===== config.mk =====
export PLATFORM = sky130hd
export DESIGN_NAME = utf8_to_code_point_decoder
export DESIGN_NICKNAME = d
export VERILOG_FILES = /design/src/rtl/u8d_pkg.sv /design/src/rtl/utf8_to_code_point_decoder.sv /design/src/rtl/u8d_front.sv /design/src/rtl/u8d_queue.sv /design/src/rtl/u8d_back.sv
export SDC_FILE = /design/constraint.sdc
export NUM_CORES = 1
export LEC_CHECK = 0
export BUFFER_PORTS_ARGS = -buffer_cell sky130_fd_sc_hd__buf_4
export CAP_MARGIN = 20
export CORE_UTILIZATION = 50
export CTS_BUF_LIST = sky130_fd_sc_hd__clkbuf_8
export DETAILED_ROUTE_END_ITERATION = 10
export PLACE_DENSITY = 0.84
export SLEW_MARGIN = 20
export SYNTH_ARGS = -nofsm -noshare
export SYNTH_HDL_FRONTEND = slang
export SYNTH_HIERARCHICAL = 1
export SYNTH_SLANG_ARGS = --single-unit
export TNS_END_PERCENT = 30

===== constraint.sdc =====
create_clock -name clk -period 4.1 [get_ports clk]
set_clock_uncertainty 0.1 [all_clocks]
set_input_delay 0.615 -clock clk [delete_from_list [all_inputs] [get_ports clk]]
set_output_delay 0.615 -clock clk [all_outputs]
set_load 0.03 [all_outputs]

===== src/rtl/u8d_pkg.sv =====
// Shared types and constants for the UTF-8 decoder.
// No dependencies; imported by every module of the decoder.
package u8d_pkg;

    // Byte classes decided by the front part
    typedef enum logic [2:0] {
        CLS_END   = 3'd0,   // zero byte, ends the string
        CLS_ASCII = 3'd1,   // 0xxxxxxx
        CLS_CONT  = 3'd2,   // 10xxxxxx
        CLS_LEAD2 = 3'd3,   // 110xxxxx
        CLS_LEAD3 = 3'd4,   // 1110xxxx
        CLS_LEAD4 = 3'd5    // 1111xxxx, 0xF8-0xFF included
    } u8d_cls_t;

    // One classified byte as it sits in the queue
    typedef struct packed {
        u8d_cls_t   cls;
        logic [6:0] payload;  // byte with its marker bits masked off
    } u8d_item_t;

    // Queue status seen by front and back
    typedef struct packed {
        logic full;
        logic empty;
    } u8d_qstat_t;

    localparam int unsigned CP_W = 22;

    // Continuation counts per sequence form
    localparam logic [1:0] LEN_TWO   = 2'd1;
    localparam logic [1:0] LEN_THREE = 2'd2;
    localparam logic [1:0] LEN_FOUR  = 2'd3;

    // Smallest legal value for each multi-byte form
    localparam logic [CP_W-1:0] MIN_TWO   = 22'h000080;
    localparam logic [CP_W-1:0] MIN_THREE = 22'h000800;
    localparam logic [CP_W-1:0] MIN_FOUR  = 22'h010000;

endpackage


===== src/rtl/utf8_to_code_point_decoder.sv =====
// UTF-8 decoder top level: front classifier, byte queue and back decoder.
// Depends on u8d_pkg, u8d_front, u8d_queue and u8d_back.

// Decodes a zero-terminated UTF-8 byte stream at one byte per clock while the output
// side does not stall: each accepted byte is classified, queued (two entries) and
// consumed by the back decoder one per cycle, so a byte passes first through the
// queue, written at the transfer edge, and then into the output register.
// A completed
// sequence gives kind 0 with its code point; the zero byte gives kind 1 with
// failed set if the string had a bad leader, bad continuation, overlong form
// or an unfinished sequence. After an error, bytes give no result until the
// zero byte. Stalls on the output side fill the queue and then drop in_ready.
module utf8_to_code_point_decoder
    import u8d_pkg::*;
(
    input  logic            clk,
    input  logic            rst_n,
    input  logic [7:0]      data_byte,
    input  logic            in_valid,
    output logic            in_ready,
    output logic            out_valid,
    input  logic            out_ready,
    output logic            kind,
    output logic [CP_W-1:0] code_point,
    output logic            failed
);

    u8d_qstat_t qstat;
    u8d_item_t  push_item;
    u8d_item_t  head_item;
    logic       push;
    logic       pop;

    u8d_front u_front (
        .data_byte (data_byte),
        .in_valid  (in_valid),
        .in_ready  (in_ready),
        .qstat     (qstat),
        .push      (push),
        .item      (push_item)
    );

    u8d_queue u_queue (
        .clk       (clk),
        .rst_n     (rst_n),
        .push      (push),
        .push_item (push_item),
        .pop       (pop),
        .head_item (head_item),
        .qstat     (qstat)
    );

    u8d_back u_back (
        .clk        (clk),
        .rst_n      (rst_n),
        .head_item  (head_item),
        .qstat      (qstat),
        .pop        (pop),
        .out_valid  (out_valid),
        .out_ready  (out_ready),
        .kind       (kind),
        .code_point (code_point),
        .failed     (failed)
    );

    // End results carry no code point
    a_end_zero_cp: assert property (@(posedge clk) disable iff (!rst_n)
        out_valid && kind |-> code_point == '0)
        else $error("end result with nonzero code point");

    // Code point results never report failure
    a_cp_not_failed: assert property (@(posedge clk) disable iff (!rst_n)
        out_valid && !kind |-> !failed)
        else $error("code point result flagged failed");

    // Back never pops an empty queue
    a_pop_nonempty: assert property (@(posedge clk) disable iff (!rst_n)
        pop |-> !qstat.empty)
        else $error("pop from empty queue");

    // A transfer into an empty queue leaves it nonempty
    a_push_lands: assert property (@(posedge clk) disable iff (!rst_n)
        push && qstat.empty |=> !qstat.empty)
        else $error("pushed byte lost");

endmodule


===== src/rtl/u8d_front.sv =====
// Front part: takes input bytes and classifies them for the queue.
// Depends on u8d_pkg.
module u8d_front
    import u8d_pkg::*;
(
    input  logic [7:0] data_byte,
    input  logic       in_valid,
    output logic       in_ready,
    input  u8d_qstat_t qstat,
    output logic       push,
    output u8d_item_t  item
);

    // Accept whenever the queue has room
    assign in_ready = !qstat.full;
    assign push     = in_valid && !qstat.full;

    // Leader / continuation classification
    always_comb
    begin
        if (data_byte == 8'h00)
        begin
            item.cls     = CLS_END;
            item.payload = 7'h00;
        end
        else if (!data_byte[7])
        begin
            item.cls     = CLS_ASCII;
            item.payload = data_byte[6:0];
        end
        else if (!data_byte[6])
        begin
            item.cls     = CLS_CONT;
            item.payload = {1'b0, data_byte[5:0]};
        end
        else if (!data_byte[5])
        begin
            item.cls     = CLS_LEAD2;
            item.payload = {2'b00, data_byte[4:0]};
        end
        else if (!data_byte[4])
        begin
            item.cls     = CLS_LEAD3;
            item.payload = {3'b000, data_byte[3:0]};
        end
        else
        begin
            item.cls     = CLS_LEAD4;
            item.payload = {3'b000, data_byte[3:0]};
        end
    end

endmodule


===== src/rtl/u8d_queue.sv =====
// Two-entry queue of classified bytes between front and back.
// Depends on u8d_pkg.
module u8d_queue
    import u8d_pkg::*;
(
    input  logic       clk,
    input  logic       rst_n,
    input  logic       push,
    input  u8d_item_t  push_item,
    input  logic       pop,
    output u8d_item_t  head_item,
    output u8d_qstat_t qstat
);

    u8d_item_t  slot_reg [2];
    logic       wr_ptr_reg;
    logic       wr_ptr_next;
    logic       rd_ptr_reg;
    logic       rd_ptr_next;
    logic [1:0] count_reg;
    logic [1:0] count_next;

    assign qstat.full  = (count_reg == 2'd2);
    assign qstat.empty = (count_reg == 2'd0);
    assign head_item   = slot_reg[rd_ptr_reg];

    // Pointer and fill count update
    always_comb
    begin
        wr_ptr_next = push ? !wr_ptr_reg : wr_ptr_reg;
        rd_ptr_next = pop ? !rd_ptr_reg : rd_ptr_reg;
        count_next  = count_reg;
        if (push && !pop)
            count_next = count_reg + 2'd1;
        else if (pop && !push)
            count_next = count_reg - 2'd1;
    end

    always_ff @(posedge clk or negedge rst_n)
    begin
        if (!rst_n)
        begin
            wr_ptr_reg <= 1'b0;
            rd_ptr_reg <= 1'b0;
            count_reg  <= 2'd0;
        end
        else
        begin
            wr_ptr_reg <= wr_ptr_next;
            rd_ptr_reg <= rd_ptr_next;
            count_reg  <= count_next;
        end
    end

    // Storage, no reset needed
    always_ff @(posedge clk)
    begin
        if (push)
            slot_reg[wr_ptr_reg] <= push_item;
    end

endmodule


===== src/rtl/u8d_back.sv =====
// Back part: sequence state, overlong check and the result register.
// Depends on u8d_pkg.
module u8d_back
    import u8d_pkg::*;
(
    input  logic            clk,
    input  logic            rst_n,
    input  u8d_item_t       head_item,
    input  u8d_qstat_t      qstat,
    output logic            pop,
    output logic            out_valid,
    input  logic            out_ready,
    output logic            kind,
    output logic [CP_W-1:0] code_point,
    output logic            failed
);

    logic [1:0]      pending_reg;
    logic [1:0]      pending_next;
    logic [CP_W-1:0] partial_reg;
    logic [CP_W-1:0] partial_next;
    logic [1:0]      seq_len_reg;
    logic [1:0]      seq_len_next;
    logic            drop_reg;
    logic            drop_next;
    logic            out_valid_reg;
    logic            out_valid_next;
    logic            kind_reg;
    logic            kind_next;
    logic [CP_W-1:0] cp_reg;
    logic [CP_W-1:0] cp_next;
    logic            failed_reg;
    logic            failed_next;

    logic            emit;
    logic [CP_W-1:0] shifted;
    logic [CP_W-1:0] floor_val;

    // Take the head byte whenever the result slot is free or draining
    assign pop = !qstat.empty && (!out_valid_reg || out_ready);

    assign shifted = {partial_reg[CP_W-7:0], head_item.payload[5:0]};

    always_comb
    begin
        unique case (seq_len_reg)
            LEN_TWO:   floor_val = MIN_TWO;
            LEN_THREE: floor_val = MIN_THREE;
            default:   floor_val = MIN_FOUR;
        endcase
    end

    // Decode step for the head byte
    always_comb
    begin
        pending_next = pending_reg;
        partial_next = partial_reg;
        seq_len_next = seq_len_reg;
        drop_next    = drop_reg;
        emit         = 1'b0;
        kind_next    = 1'b0;
        cp_next      = '0;
        failed_next  = 1'b0;

        if (head_item.cls == CLS_END)
        begin
            emit         = 1'b1;
            kind_next    = 1'b1;
            failed_next  = drop_reg || (pending_reg != 2'd0);
            pending_next = 2'd0;
            partial_next = '0;
            seq_len_next = 2'd0;
            drop_next    = 1'b0;
        end
        else if (drop_reg)
        begin
            // discard until the zero byte
        end
        else if (pending_reg != 2'd0)
        begin
            if (head_item.cls != CLS_CONT)
            begin
                drop_next    = 1'b1;
                pending_next = 2'd0;
            end
            else
            begin
                partial_next = shifted;
                pending_next = pending_reg - 2'd1;
                if (pending_reg == 2'd1)
                begin
                    if (shifted < floor_val)
                        drop_next = 1'b1;
                    else
                    begin
                        emit    = 1'b1;
                        cp_next = shifted;
                    end
                end
            end
        end
        else
        begin
            unique case (head_item.cls)
                CLS_ASCII:
                begin
                    emit    = 1'b1;
                    cp_next = {{(CP_W-7){1'b0}}, head_item.payload};
                end
                CLS_LEAD2:
                begin
                    partial_next = {{(CP_W-7){1'b0}}, head_item.payload};
                    seq_len_next = LEN_TWO;
                    pending_next = LEN_TWO;
                end
                CLS_LEAD3:
                begin
                    partial_next = {{(CP_W-7){1'b0}}, head_item.payload};
                    seq_len_next = LEN_THREE;
                    pending_next = LEN_THREE;
                end
                CLS_LEAD4:
                begin
                    partial_next = {{(CP_W-7){1'b0}}, head_item.payload};
                    seq_len_next = LEN_FOUR;
                    pending_next = LEN_FOUR;
                end
                default:
                begin
                    // stray continuation where a leader belongs
                    drop_next = 1'b1;
                end
            endcase
        end
    end

    // Result slot occupancy
    always_comb
    begin
        out_valid_next = out_valid_reg;
        if (out_valid_reg && out_ready)
            out_valid_next = 1'b0;
        if (pop && emit)
            out_valid_next = 1'b1;
    end

    always_ff @(posedge clk or negedge rst_n)
    begin
        if (!rst_n)
        begin
            pending_reg   <= 2'd0;
            partial_reg   <= '0;
            seq_len_reg   <= 2'd0;
            drop_reg      <= 1'b0;
            out_valid_reg <= 1'b0;
        end
        else
        begin
            out_valid_reg <= out_valid_next;
            if (pop)
            begin
                pending_reg <= pending_next;
                partial_reg <= partial_next;
                seq_len_reg <= seq_len_next;
                drop_reg    <= drop_next;
            end
        end
    end

    // Result payload
    always_ff @(posedge clk)
    begin
        if (pop && emit)
        begin
            kind_reg   <= kind_next;
            cp_reg     <= cp_next;
            failed_reg <= failed_next;
        end
    end

    assign out_valid  = out_valid_reg;
    assign kind       = kind_reg;
    assign code_point = cp_reg;
    assign failed     = failed_reg;

endmodule


==> metrics.yaml <==
status:
  outcome: "complete, no violations"
setup_path:
  path_class: "reg2reg"
  crit_path_end_kind: "flop"
  ff2ff_setup_slack_ps: 1350
  max_stage_delay_ps: 440
  crit_path_max_fanout: 24
  rr_worst_depth: 8
  path_buf_inv: 3
  cp-start-kind: "flop"
  crit_family: "compound AO/OA/AOI/OAI gates"
  r2r_start: "u_back/seq_len_reg[0]"
  critPathArrivalTime_ps: 2670
  rr_endpoint: "u_back/code_point[16]"
  crit_required_ps: 4010
  path_cells: "inv_1 -> ha_1 -> inv_1 -> ha_1 -> a21boi_0 -> o211ai_1 -> a21boi_2 -> buf_4"
  crit_slowest_cell: "a21boi_0"
timing:
  relSlewSlack_pct: 38.0
  rsz0062_at_grt: "false"
  max_freq_ghz: 0.363
  setup_tns_ps: 0
  setup_viol: 0
  finalCritPeriodShare_pct: 67.1
  finalCriticalPeriod_ps: 2750
  tightestPinTransition_ps: 928
  timing.final.hold_violations: 0
  drv_slew: 0
clock_tree:
  post_cts_buffers: 0
  cts_resized: 0
  cts_buffer_depth: 2
  cts_tree: "done"
  path_clk_slew_ps: 70
  cts_inserted_buffers: 9
  clkSinkCount: 70
  clk_latency_ps: 340
  cts_max_level: 3
  hold_buffers: 0
  root_buffer: "clkbuf_8"
layout:
  num-fill-cells: 516
  final_area_um2: 3830
  multiInputGateArea_um2: 1220
  antenna_cells: 0
  seqCellArea_um2: 1970
  areaGrowthSynthToFinish_pct: 15.5
  nets: 318
  largest_reg_flops: 22
  drive_gt1_share_pct: 27.6
synth:
  seq_area_frac_synth_pct: 59.4
  ys.warnings.count: 6
  synth-main-ff-cell: "edfxtp_1"
  syn_area_um2: 3320
  syn_inst: 261
  synth_top_area_share_pct: 39.8
  synth_seq_cells: 70
  synth_edf_count: 44
  syn_avg_cell_area_um2: 12.7
  yosys-top-cells-count: "edfxtp_1, dfrtp_1, inv_1"
  async_reset_ff_share_pct: 37.1
  yosys.area.top_type: "edfxtp_1"
  ys_top_cells_by_area: "edfxtp_1, dfrtp_1, mux2_2, mux2i_1, ha_1"
  synth_most_common_cell: "edfxtp_1"
  syn-num-nets: 280
  ys_types: 48
run:
  cap_violations: 0
power:
  p_per_area_nw_per_um2: 742
  clkPwrFrac_pct: 18.8
  p_switching_uw: 1090
  p_seq_share_pct: 39.6
  p_leak_uw: 0.00157
  peakVddDrop_uv: 533
  pwr-share-comb_pct: 41.5
  internal-power_uw: 1750
  netSwitchingFraction_pct: 38.3
placed_design:
  dpl-instance-area_um2: 3640
  port_buffers: 37
  hpwl_um: 4140
  gp_congestion: 0.852
global_route:
  grt_max_degree: 27
  grt_overflow: 0
  grt_util_all_layers_pct: 18.7
  grt_pass1_wl_um: 10100
  antenna_found_initial: 0
  grt_pass1_vias: 2115
worst_hold_path:
  min_path_type: "in2async"
route:
  vias: 2098
  detail-route-antenna-nets: 0
  drt_pre_antenna_iters: 4
  met2WireLength_um: 3130
  drc: 0
  routedWlPerCell_um: 15.8
  met3_length_um: 266
  via_per_inst: 5.51
  drt_iter0_markers: 152
  wirelength_met1_um: 2580
  wirelength_um: 6020
  highest_layer: "met4"
floorplanning:
  start_util_pct: 52.0
  rows: 29
  io_pins: 38
  dieArea_um2: 6970
  chipWidth_um: 83.5
  fp.dieH_um: 83.5
  coreArea_um2: 6390
==> worst reg2reg max path, cell delays in order, from the launching register on <==
cell      delay (ps)
dfrtp_1          390
inv_1             80
ha_1             270
inv_1             40
ha_1             270
a21boi_0         440
o211ai_1         310
a21boi_2         210
buf_4            310
==> metal layers <==
layer  vias up  track usage (%)
li1       1013                -
met4         0             6.63
met3         5             5.04
met1      1019             24.1
met2        61             30.8
met5         -                0
==> power by group through the flow <==
stage               clock (uW)  sequential, uW  combinational [uW]
floorplan                    0            1200                 837
global placement             0            1130                1140
detailed placement           0            1140                1170
CTS                        548            1130                1190
global route               576            1150                1290
finish                     535            1130                1180
==> layout by cell type, fill, tap and decap left out, drive strengths merged, types with 3 or more instances in the layout <==
master | synthesis | layout
a21boi | 10 | 10
nor3 | 11 | 11
nand2 | 11 | 11
nor4 | 6 | 6
nand2b | 5 | 5
nor2b | 13 | 13
and2 | 9 | 9
ha | 7 | 7
mux2 | 18 | 18
buf | 6 | 38
clkbuf | 5 | 10
inv | 19 | 21
o211ai | 3 | 3
a21oi | 9 | 9
mux2i | 11 | 11
xor2 | 4 | 4
edfxtp | 44 | 44
dfrtp | 26 | 26
nor2 | 14 | 14
o21ai | 5 | 5
o21a | 3 | 3
==> area by class of cell <==
type                            count  area share, %
Sequential cell                    70           51.4
Multi-Input combinational cell    161           31.7
Timing Repair Buffer               38           7.44
Clock buffer                       10           3.59
Tap cell                           77           2.51
Inverter                           19           1.86
Clock inverter                      6           1.44
==> worst max-delay path by stage <==
stage | start | end | slack, ps | depth (start not counted)
floorplan | u_back/seq_len_reg[0] | u_back/code_point[0] | 140 | 7
global placement | u_back/seq_len_reg[0] | u_back/code_point[20] | 1480 | 8
detailed placement | u_back/seq_len_reg[0] | u_back/code_point[10] | 1390 | 8
CTS | u_back/seq_len_reg[0] | u_back/code_point[1] | 1340 | 8
global route | u_back/seq_len_reg[0] | u_back/code_point[4] | 1120 | 9
finish | u_back/seq_len_reg[0] | u_back/code_point[16] | 1350 | 8
==> cells by family (layout without fill, tap and decap cells) <==
logic type	Yosys count	count (layout)	share of synthesized area (%)
flip-flops	70	70	59.4
adder cells (fa/ha/maj)	7	7	2.64
XOR/XNOR	5	5	1.32
multiplexers	29	29	9.65
buffers and inverters	30	73	4.07
AND/OR/NAND/NOR	79	79	14.1
AO/OA/AOI/OAI	41	41	8.82
==> through the flow <==
stage | util [%] | cells | hold slack, ps | power [uW] | setup slack, ps
6_report | 60.0 | 381 | 70.1 | 2840 | 1350
5_1_grt | 60.0 | 381 | 83.3 | 3020 | 1120
4_1_cts | 60.0 | 381 | 74.2 | 2860 | 1340
3_5_place_dp | 57.0 | 365 | 376 | 2310 | 1390
3_3_place_gp | 57.0 | 365 | 370 | 2270 | 1480
2_1_floorplan | - | 261 | 219 | 2030 | 137
(Power assumes the default switching activity.)
